**src/rtl/ord_pkg.sv**
```systemverilog
// Shared types, sizes and helpers for the overwrite ring deque.
// Used by ord_ram's users, ord_ctrl, the top level and the checker.
package ord_pkg;

  localparam int DEPTH     = 64;
  localparam int WORD_BITS = 16;
  localparam int ADDR_W    = $clog2(DEPTH);
  localparam int CNT_W     = $clog2(DEPTH + 1);

  localparam int CAP_W     = 7;
  localparam int CAP_RESET = 64;
  localparam int KIND_W    = 2;
  localparam int VAL_W     = 16;
  localparam int LVL_W     = 7;
  localparam int RES_BITS  = 2 * VAL_W + 2 + 2 * LVL_W;
  localparam int OUT_W     = ((RES_BITS + 7) / 8) * 8;

  typedef enum logic [KIND_W-1:0] {
    KIND_PUSH_BACK  = 2'd0,
    KIND_PUSH_FRONT = 2'd1,
    KIND_POP        = 2'd2,
    KIND_PEEK       = 2'd3
  } kind_t;

  typedef struct packed {
    logic                 rd_en;
    logic [ADDR_W-1:0]    rd_addr;
    logic                 wr_en;
    logic [ADDR_W-1:0]    wr_addr;
    logic [WORD_BITS-1:0] wr_data;
  } ram_req_t;

  typedef struct packed {
    logic             sel_data;
    logic             dropped;
    logic             underflow;
    logic [LVL_W-1:0] fill_level;
    logic [LVL_W-1:0] free_space;
  } res_info_t;

  // zero acts as one slot, anything above the built depth as the full depth
  function automatic logic [CNT_W-1:0] eff_cap(input logic [CAP_W-1:0] v);
    logic [CNT_W-1:0] r;
    if (v == '0) begin
      r = CNT_W'(1);
    end else if (int'(v) > DEPTH) begin
      r = CNT_W'(DEPTH);
    end else begin
      r = CNT_W'(v);
    end
    return r;
  endfunction

endpackage

```
**src/rtl/ord_ram.sv**
```systemverilog
// Generic single-clock RAM: one write port, one registered read port.
// Read-first when both ports hit the same entry. No dependencies.
module ord_ram #(
  parameter int DEPTH_P = 64,
  parameter int WIDTH_P = 16
) (
  input  logic                       clk,
  input  logic                       wr_en,
  input  logic [$clog2(DEPTH_P)-1:0] wr_addr,
  input  logic [WIDTH_P-1:0]         wr_data,
  input  logic                       rd_en,
  input  logic [$clog2(DEPTH_P)-1:0] rd_addr,
  output logic [WIDTH_P-1:0]         rd_data
);

  logic [WIDTH_P-1:0] mem [DEPTH_P];

  always_ff @(posedge clk) begin
    if (wr_en) begin
      mem[wr_addr] <= wr_data;
    end
  end

  always_ff @(posedge clk) begin
    if (rd_en) begin
      rd_data <= mem[rd_addr];
    end
  end

endmodule

```
**src/rtl/ord_ctrl.sv**
```systemverilog
// Pointer and capacity control: front index, fill count, capacity register,
// and the RAM access of each item. Depends on ord_pkg.
module ord_ctrl (
  input  logic                      clk,
  input  logic                      rst_n,
  input  logic                      cfg_we,
  input  logic [ord_pkg::CAP_W-1:0] cfg_wdata,
  input  logic                      acc,
  input  logic [ord_pkg::KIND_W-1:0] kind_in,
  input  logic [ord_pkg::VAL_W-1:0] value_in,
  output ord_pkg::ram_req_t         req,
  output ord_pkg::res_info_t        info
);
  import ord_pkg::*;

  logic [CNT_W-1:0]  cap_r;
  logic [ADDR_W-1:0] front_r, front_nxt;
  logic [CNT_W-1:0]  fill_r, fill_nxt;

  kind_t             kind;
  logic              empty, full;
  logic [CNT_W-1:0]  front_plus;
  logic [ADDR_W-1:0] front_inc, front_dec, head;
  logic [CNT_W:0]    head_sum;

  assign kind  = kind_t'(kind_in);
  assign empty = (fill_r == '0);
  assign full  = (fill_r == cap_r);

  assign front_plus = CNT_W'(front_r) + CNT_W'(1);
  assign front_inc  = (front_plus == cap_r) ? '0 : ADDR_W'(front_plus);
  assign front_dec  = (front_r == '0) ? ADDR_W'(cap_r - CNT_W'(1)) : front_r - ADDR_W'(1);
  assign head_sum   = (CNT_W+1)'(front_r) + (CNT_W+1)'(fill_r);
  assign head       = (head_sum >= (CNT_W+1)'(cap_r)) ?
                      ADDR_W'(head_sum - (CNT_W+1)'(cap_r)) : ADDR_W'(head_sum);

  always_comb begin
    logic wr;
    wr            = 1'b0;
    req.rd_en     = acc;
    req.rd_addr   = front_r;
    req.wr_addr   = front_r;
    req.wr_data   = value_in[WORD_BITS-1:0];
    front_nxt     = front_r;
    fill_nxt      = fill_r;
    info.sel_data = 1'b0;
    info.dropped  = 1'b0;
    info.underflow = 1'b0;
    case (kind)
      KIND_PUSH_BACK: begin
        wr = 1'b1;
        if (full) begin
          // oldest word leaves, new word lands in its slot
          info.dropped = 1'b1;
          front_nxt    = front_inc;
        end else begin
          req.wr_addr = head;
          fill_nxt    = fill_r + CNT_W'(1);
        end
      end
      KIND_PUSH_FRONT: begin
        wr = 1'b1;
        if (full) begin
          info.dropped = 1'b1;
        end else begin
          front_nxt   = front_dec;
          req.wr_addr = front_dec;
          fill_nxt    = fill_r + CNT_W'(1);
        end
      end
      KIND_POP: begin
        if (empty) begin
          info.underflow = 1'b1;
        end else begin
          wr            = 1'b1;
          req.wr_data   = '0;
          info.sel_data = 1'b1;
          front_nxt     = front_inc;
          fill_nxt      = fill_r - CNT_W'(1);
        end
      end
      KIND_PEEK: begin
        info.sel_data = !empty;
      end
      default: begin
        wr = 1'b0;
      end
    endcase
    req.wr_en       = acc & wr;
    info.fill_level = LVL_W'(fill_nxt);
    info.free_space = LVL_W'(cap_r - fill_nxt);
  end

  always_ff @(posedge clk) begin
    if (!rst_n) begin
      cap_r   <= eff_cap(CAP_W'(CAP_RESET));
      front_r <= '0;
      fill_r  <= '0;
    end else if (cfg_we) begin
      if (fill_r == '0) begin
        cap_r   <= eff_cap(cfg_wdata);
        front_r <= '0;
      end
    end else if (acc) begin
      front_r <= front_nxt;
      fill_r  <= fill_nxt;
    end
  end

endmodule

```
**src/rtl/overwrite_ring_deque_16bit_core.sv**
```systemverilog
// Overwrite-oldest ring deque of 16-bit words, capacity set by cfg_wdata (1..64).
// An item is taken every cycle unless out_tready stalls stage one, a rate set by
// the single RAM port pair. The front slot is read and the item's slot written in
// accept cycle; the registered read reaches stage one next, then is loaded into the
// register behind out_tvalid. A full push drops the front word and reports it; an
// empty pop returns zero with underflow set. Capacity writes take effect only while
// the queue is empty. The slot memory needs no clearing after reset.
module overwrite_ring_deque_16bit_core (
  input  logic                       clk,
  input  logic                       rst_n,
  input  logic                       cfg_we,
  input  logic [ord_pkg::CAP_W-1:0]  cfg_wdata,
  input  logic                       in_tvalid,
  output logic                       in_tready,
  input  logic [ord_pkg::VAL_W-1:0]  in_tdata,   // value
  input  logic [ord_pkg::KIND_W-1:0] in_tuser,   // kind
  output logic                       out_tvalid,
  input  logic                       out_tready,
  // data, dropped, dropped_value, underflow, fill_level, free_space
  output logic [ord_pkg::OUT_W-1:0]  out_tdata
);
  import ord_pkg::*;

  ram_req_t             req;
  res_info_t            info;
  res_info_t            s1_info_r;
  logic                 s1_valid_r, s1_valid_nxt;
  logic                 out_valid_r, out_valid_nxt;
  logic [OUT_W-1:0]     out_data_r;
  logic [WORD_BITS-1:0] rd_data;
  logic [VAL_W-1:0]     word;
  logic                 acc, out_load;
  logic [OUT_W-1:0]     res_word;

  assign out_load   = s1_valid_r & (~out_valid_r | out_tready);
  assign in_tready  = ~s1_valid_r | out_load;
  assign acc        = in_tvalid & in_tready;
  assign out_tvalid = out_valid_r;
  assign out_tdata  = out_data_r;

  ord_ctrl u_ctrl (
    .clk      (clk),
    .rst_n    (rst_n),
    .cfg_we   (cfg_we),
    .cfg_wdata(cfg_wdata),
    .acc      (acc),
    .kind_in  (in_tuser),
    .value_in (in_tdata),
    .req      (req),
    .info     (info)
  );

  ord_ram #(
    .DEPTH_P(DEPTH),
    .WIDTH_P(WORD_BITS)
  ) u_ram (
    .clk    (clk),
    .wr_en  (req.wr_en),
    .wr_addr(req.wr_addr),
    .wr_data(req.wr_data),
    .rd_en  (req.rd_en),
    .rd_addr(req.rd_addr),
    .rd_data(rd_data)
  );

  assign word = VAL_W'(rd_data);
  assign res_word = OUT_W'({s1_info_r.free_space, s1_info_r.fill_level, s1_info_r.underflow,
                            (s1_info_r.dropped ? word : VAL_W'(0)), s1_info_r.dropped,
                            (s1_info_r.sel_data ? word : VAL_W'(0))});

  assign s1_valid_nxt  = acc | (s1_valid_r & ~out_load);
  assign out_valid_nxt = out_load | (out_valid_r & ~out_tready);

  always_ff @(posedge clk) begin
    if (!rst_n) begin
      s1_valid_r  <= 1'b0;
      out_valid_r <= 1'b0;
    end else begin
      s1_valid_r  <= s1_valid_nxt;
      out_valid_r <= out_valid_nxt;
    end
  end

  // read data stays put while stage one waits, since the RAM reads only on accept
  always_ff @(posedge clk) begin
    if (acc) begin
      s1_info_r <= info;
    end
    if (out_load) begin
      out_data_r <= res_word;
    end
  end

endmodule

```
**config.mk**
```make
export PLATFORM = sky130hd
export DESIGN_NAME = overwrite_ring_deque_16bit_core
export DESIGN_NICKNAME = d
export VERILOG_FILES = /design/src/rtl/ord_pkg.sv /design/src/rtl/ord_ram.sv /design/src/rtl/ord_ctrl.sv /design/src/rtl/overwrite_ring_deque_16bit_core.sv
export SDC_FILE = /design/constraint.sdc
export NUM_CORES = 1
export LEC_CHECK = 0
export ABC_AREA = 1
export BUFFER_PORTS_ARGS = -buffer_cell sky130_fd_sc_hd__buf_2
export CORE_MARGIN = 1.5
export CORE_UTILIZATION = 45
export DETAILED_ROUTE_END_ITERATION = 6
export SYNTH_ARGS = -nofsm -noshare
export SYNTH_HDL_FRONTEND = slang
export SYNTH_SLANG_ARGS = --single-unit
```
**constraint.sdc**
```tcl
create_clock -name clk -period 5 [get_ports clk]
set_clock_uncertainty 0.05 [all_clocks]
set_input_delay 0.75 -clock clk [delete_from_list [all_inputs] [get_ports clk]]
set_output_delay 0.75 -clock clk [all_outputs]
set_load 0.005 [all_outputs]
```
==> impl_metrics.tcl <==
set metrics [dict create \
    cts_buffer_depth 3 \
    syn-num-nets 3732 \
    power_per_cell_area_mw_per_mm2 402 \
    synth.area.top_cells "edfxtp_1 72%, o21ai_0 6.9%, nor2_1 6.1%" \
    hold_class "input port to flip-flop" \
    async_reset_ff_frac 0 \
    hold_depth 3 \
    synth_edf_count 1105 \
    worstMarginPinSlew_ns 1.08 \
    rsz0062_at_grt "false" \
    timing.rr.end "u_ram.mem[52][4]" \
    clock_latency_ns 0.71 \
    drt_iter0_drc 3888 \
    drive_gt1_frac 0.117 \
    grtUsageTotal 0.246 \
    critical_path.top_delay_family "simple AND/OR/NAND/NOR gates" \
    max_freq_mhz 226 \
    postPlaceCellArea_sq_mm 0.0483 \
    cts_buffers 112 \
    seqCellArea_sq_mm 0.0336 \
    worstPathRequired_ns 5.33 \
    clkTransAtPathRegs_ns 0.06 \
    syn_inst 3675 \
    drt-total-wl_mm 129 \
    worstSetupPathType "flip-flop to flip-flop" \
    cp_common_cell "nand2_1" \
    htreeDepth 3 \
    stdcell_area_sq_mm 0.0519 \
    rows 116 \
    path_buf_inv 2 \
    r2r_slack_ns 0.58 \
    postSynthAreaPerCell_sq_um 12.5 \
    ys_types 45 \
    grt_pass1_vias 28100 \
    drt-vias-per-instance 5.76 \
    synth_area_sq_mm 0.0459 \
    total_power_mw 20.9 \
    leakage_nw 17.8 \
    dpl.hpwl_mm 76.3 \
    synth-seq-cells 1127 \
    worstPathCellList "ha_1 > fa_1 > xor2_1 > ha_1 > nand2_1 > nand2_1 > nand2_1 > nand2_1 > nand2_1 > nand2_1 > nand2_1 > nand2_2 > nand2_1 > nand3_1 > nand2_1 > nand2_1 > nor2_1 > nand3_2 > buf_4 > nor2_1 > buf_4" \
    dp_cells 4999 \
    multi_input_area_sq_mm 0.0109 \
    cap_violations 0 \
    utilization 0.516 \
    ys_warn_count 0 \
    slew_viol_final 0 \
    place_ws_ns 0.652 \
    root_buffer "clkbuf_16" \
    via_count 30000 \
    grt_pass1_wl_mm 188 \
    holdPathEnd "s1_valid_r" \
    io_buffers 79 \
    ant_nets 0 \
    hp-start "in_tvalid" \
    antenna_found_initial 1 \
    crit_slowest_cell "fa_1" \
    drt-wirelength-per-cell_um 24.7 \
    instances_no_fill 5210 \
    gp_congestion 0.905 \
    fp.dieH_um 322 \
    cts_setup_buffers 0 \
    synth_top_area_frac 0.723 \
    floorplan.initialDensity 0.456 \
    cts_hold_buf 0 \
    post-route-period-util 0.884 \
    cts_tree "built" \
    setup-violations-final 0 \
    drc 0 \
    ctsResizeCount 0 \
    synth_area_leader_cell "edfxtp_1" \
    tns_ns 0 \
    io_pins 80 \
    slew_headroom 0.282 \
    finalNetCount 3813 \
    slowest_delay_ns 0.41 \
    chipWidth_um 322 \
    die_area_sq_mm 0.104 \
    vdd_ir_drop_max_uv 325 \
    finalHoldViolCount 0 \
    cp-start-kind "flip-flop" \
    grt_start_max_net_pins 235 \
    overflow 0 \
    synth_seq_area_share 0.732 \
    end_kind "flip-flop" \
    reg2reg_from "u_ctrl.fill_r[0]" \
    synth-main-ff-cell "edfxtp_1" \
    nFillCells 8596 \
    outcome "completed" \
    cts.sinks 1127 \
    firstDrtPassIters 5 \
    path_max_fanout 16 \
    r2r_cells 21 \
    coreArea_sq_mm 0.101 \
    hold_slack_ns 0.242 \
    area_delta_synth_final_pct 13.0 \
    arrival_ns 4.75 \
    finalWorstSetupSlack_ns 0.578 \
    period_needed_ns 4.42 \
]
## cell usage in the layout, fill, tap and decap left out, drive strengths merged
master       n
o211ai      48
clkbuf     133
fa           3
inv        149
dfxtp       22
a31oi        1
diode        4
xnor2        8
a21o         1
o221ai      32
a31o         1
a21oi       37
nand4       14
nor3         2
o21bai       1
nand3b       1
a211oi       3
and3         1
clkinv      53
o311ai       2
ha          24
nor2       752
a22oi        3
o21ai      648
clkinvlp     6
buf        205
xor2        19
o22ai      274
bufinv      11
or2         17
edfxtp    1105
nand2      203
nand3       70
## area by class of cell
cell class                 instances  share of cell area
clock buffer                     133              0.0555
clock inverter                    74              0.0140
sequential                      1127               0.648
tap                             1357              0.0327
inverter                         145              0.0108
multi-input combinational       2165               0.211
antenna                            4            0.000193
timing repair buffer             205              0.0278
## worst register-to-register path, delay by kind of cell, from the launching register on
family                   cells  cell delay (ns)
AND/OR/NAND/NOR             15             1.73
adder cells (fa/ha/maj)      3             1.04
flip-flops                   1             0.39
buffers and inverters        2             0.62
XOR/XNOR                     1             0.28
## cells by family after synthesis
family	Yosys count	share of synthesized area
and+or+nand+nor	1060	0.0938
buffers and inverters	383	0.0323
xor gates and xnor gates	27	0.00515
AOI/OAI and AO/OA	1051	0.129
adders and majority gates	27	0.00785
DFF	1127	0.732
## worst max-delay path by stage
stage | from | end | slack (ns) | depth (start not counted)
2_1_floorplan | u_ctrl.front_r[1] | u_ram.mem[14][0] | 1.02 | 18
3_3_place_gp | u_ctrl.fill_r[0] | u_ram.mem[26][13] | 0.69 | 20
3_5_place_dp | u_ctrl.fill_r[0] | u_ram.mem[26][13] | 0.65 | 20
4_1_cts | u_ctrl.fill_r[0] | u_ram.mem[26][2] | 0.63 | 20
5_1_grt | u_ctrl.front_r[2] | u_ram.mem[26][13] | 0.29 | 21
6_report | u_ctrl.fill_r[0] | u_ram.mem[52][4] | 0.58 | 21
## where the power goes
group	switching, mW	internal [mW]	leakage, nW
logic	1.42	0.453	5.81
registers	0.0584	10.7	10.2
clock network	3.60	4.70	1.76
## routing by layer
| layer | vias up | wire (um) | GRT usage |
|---|---|---|---|
| li1 | 13700 | - | - |
| met1 | 14800 | 54500 | 0.350 |
| met2 | 1380 | 59500 | 0.386 |
| met3 | 200 | 10400 | 0.0378 |
| met4 | 0 | 4340 | 0.0862 |
| met5 | - | 0 | 0 |
## flip-flops by register name, indices dropped and copies added (netlist names)
| register | cells |
|---|---|
| u_ctrl.front_r | 6 |
| out_tvalid | 1 |
| u_ctrl.fill_r | 7 |
| res_word | 16 |
| u_ram.rd_data | 16 |
| u_ctrl.cap_r | 7 |
| s1_valid_r | 1 |
| s1_info_r | 1 |
| u_ram.mem | 1024 |
| out_tdata | 48 |
## synth_stat cells, types with 5 or more instances
| library cell | count |
|---|---|
| edfxtp_1 | 1105 |
| nor2_1 | 741 |
| o21ai_0 | 633 |
| o22ai_1 | 274 |
| clkbuf_1 | 198 |
| nand2_1 | 194 |
| inv_1 | 134 |
| nand3_1 | 58 |
| o211ai_1 | 48 |
| a21oi_1 | 36 |
| o221ai_1 | 32 |
| buf_2 | 26 |
| ha_1 | 24 |
| dfxtp_1 | 22 |
| xor2_1 | 19 |
| or2_2 | 16 |
| o21ai_1 | 14 |
| nand4_1 | 13 |
| buf_1 | 12 |
| nand3_2 | 12 |
| inv_2 | 9 |
| nand2_2 | 8 |
| xnor2_1 | 8 |
| nor2_4 | 6 |
| nor2_2 | 5 |
Note: power is estimated with default switching activity, not from simulation.
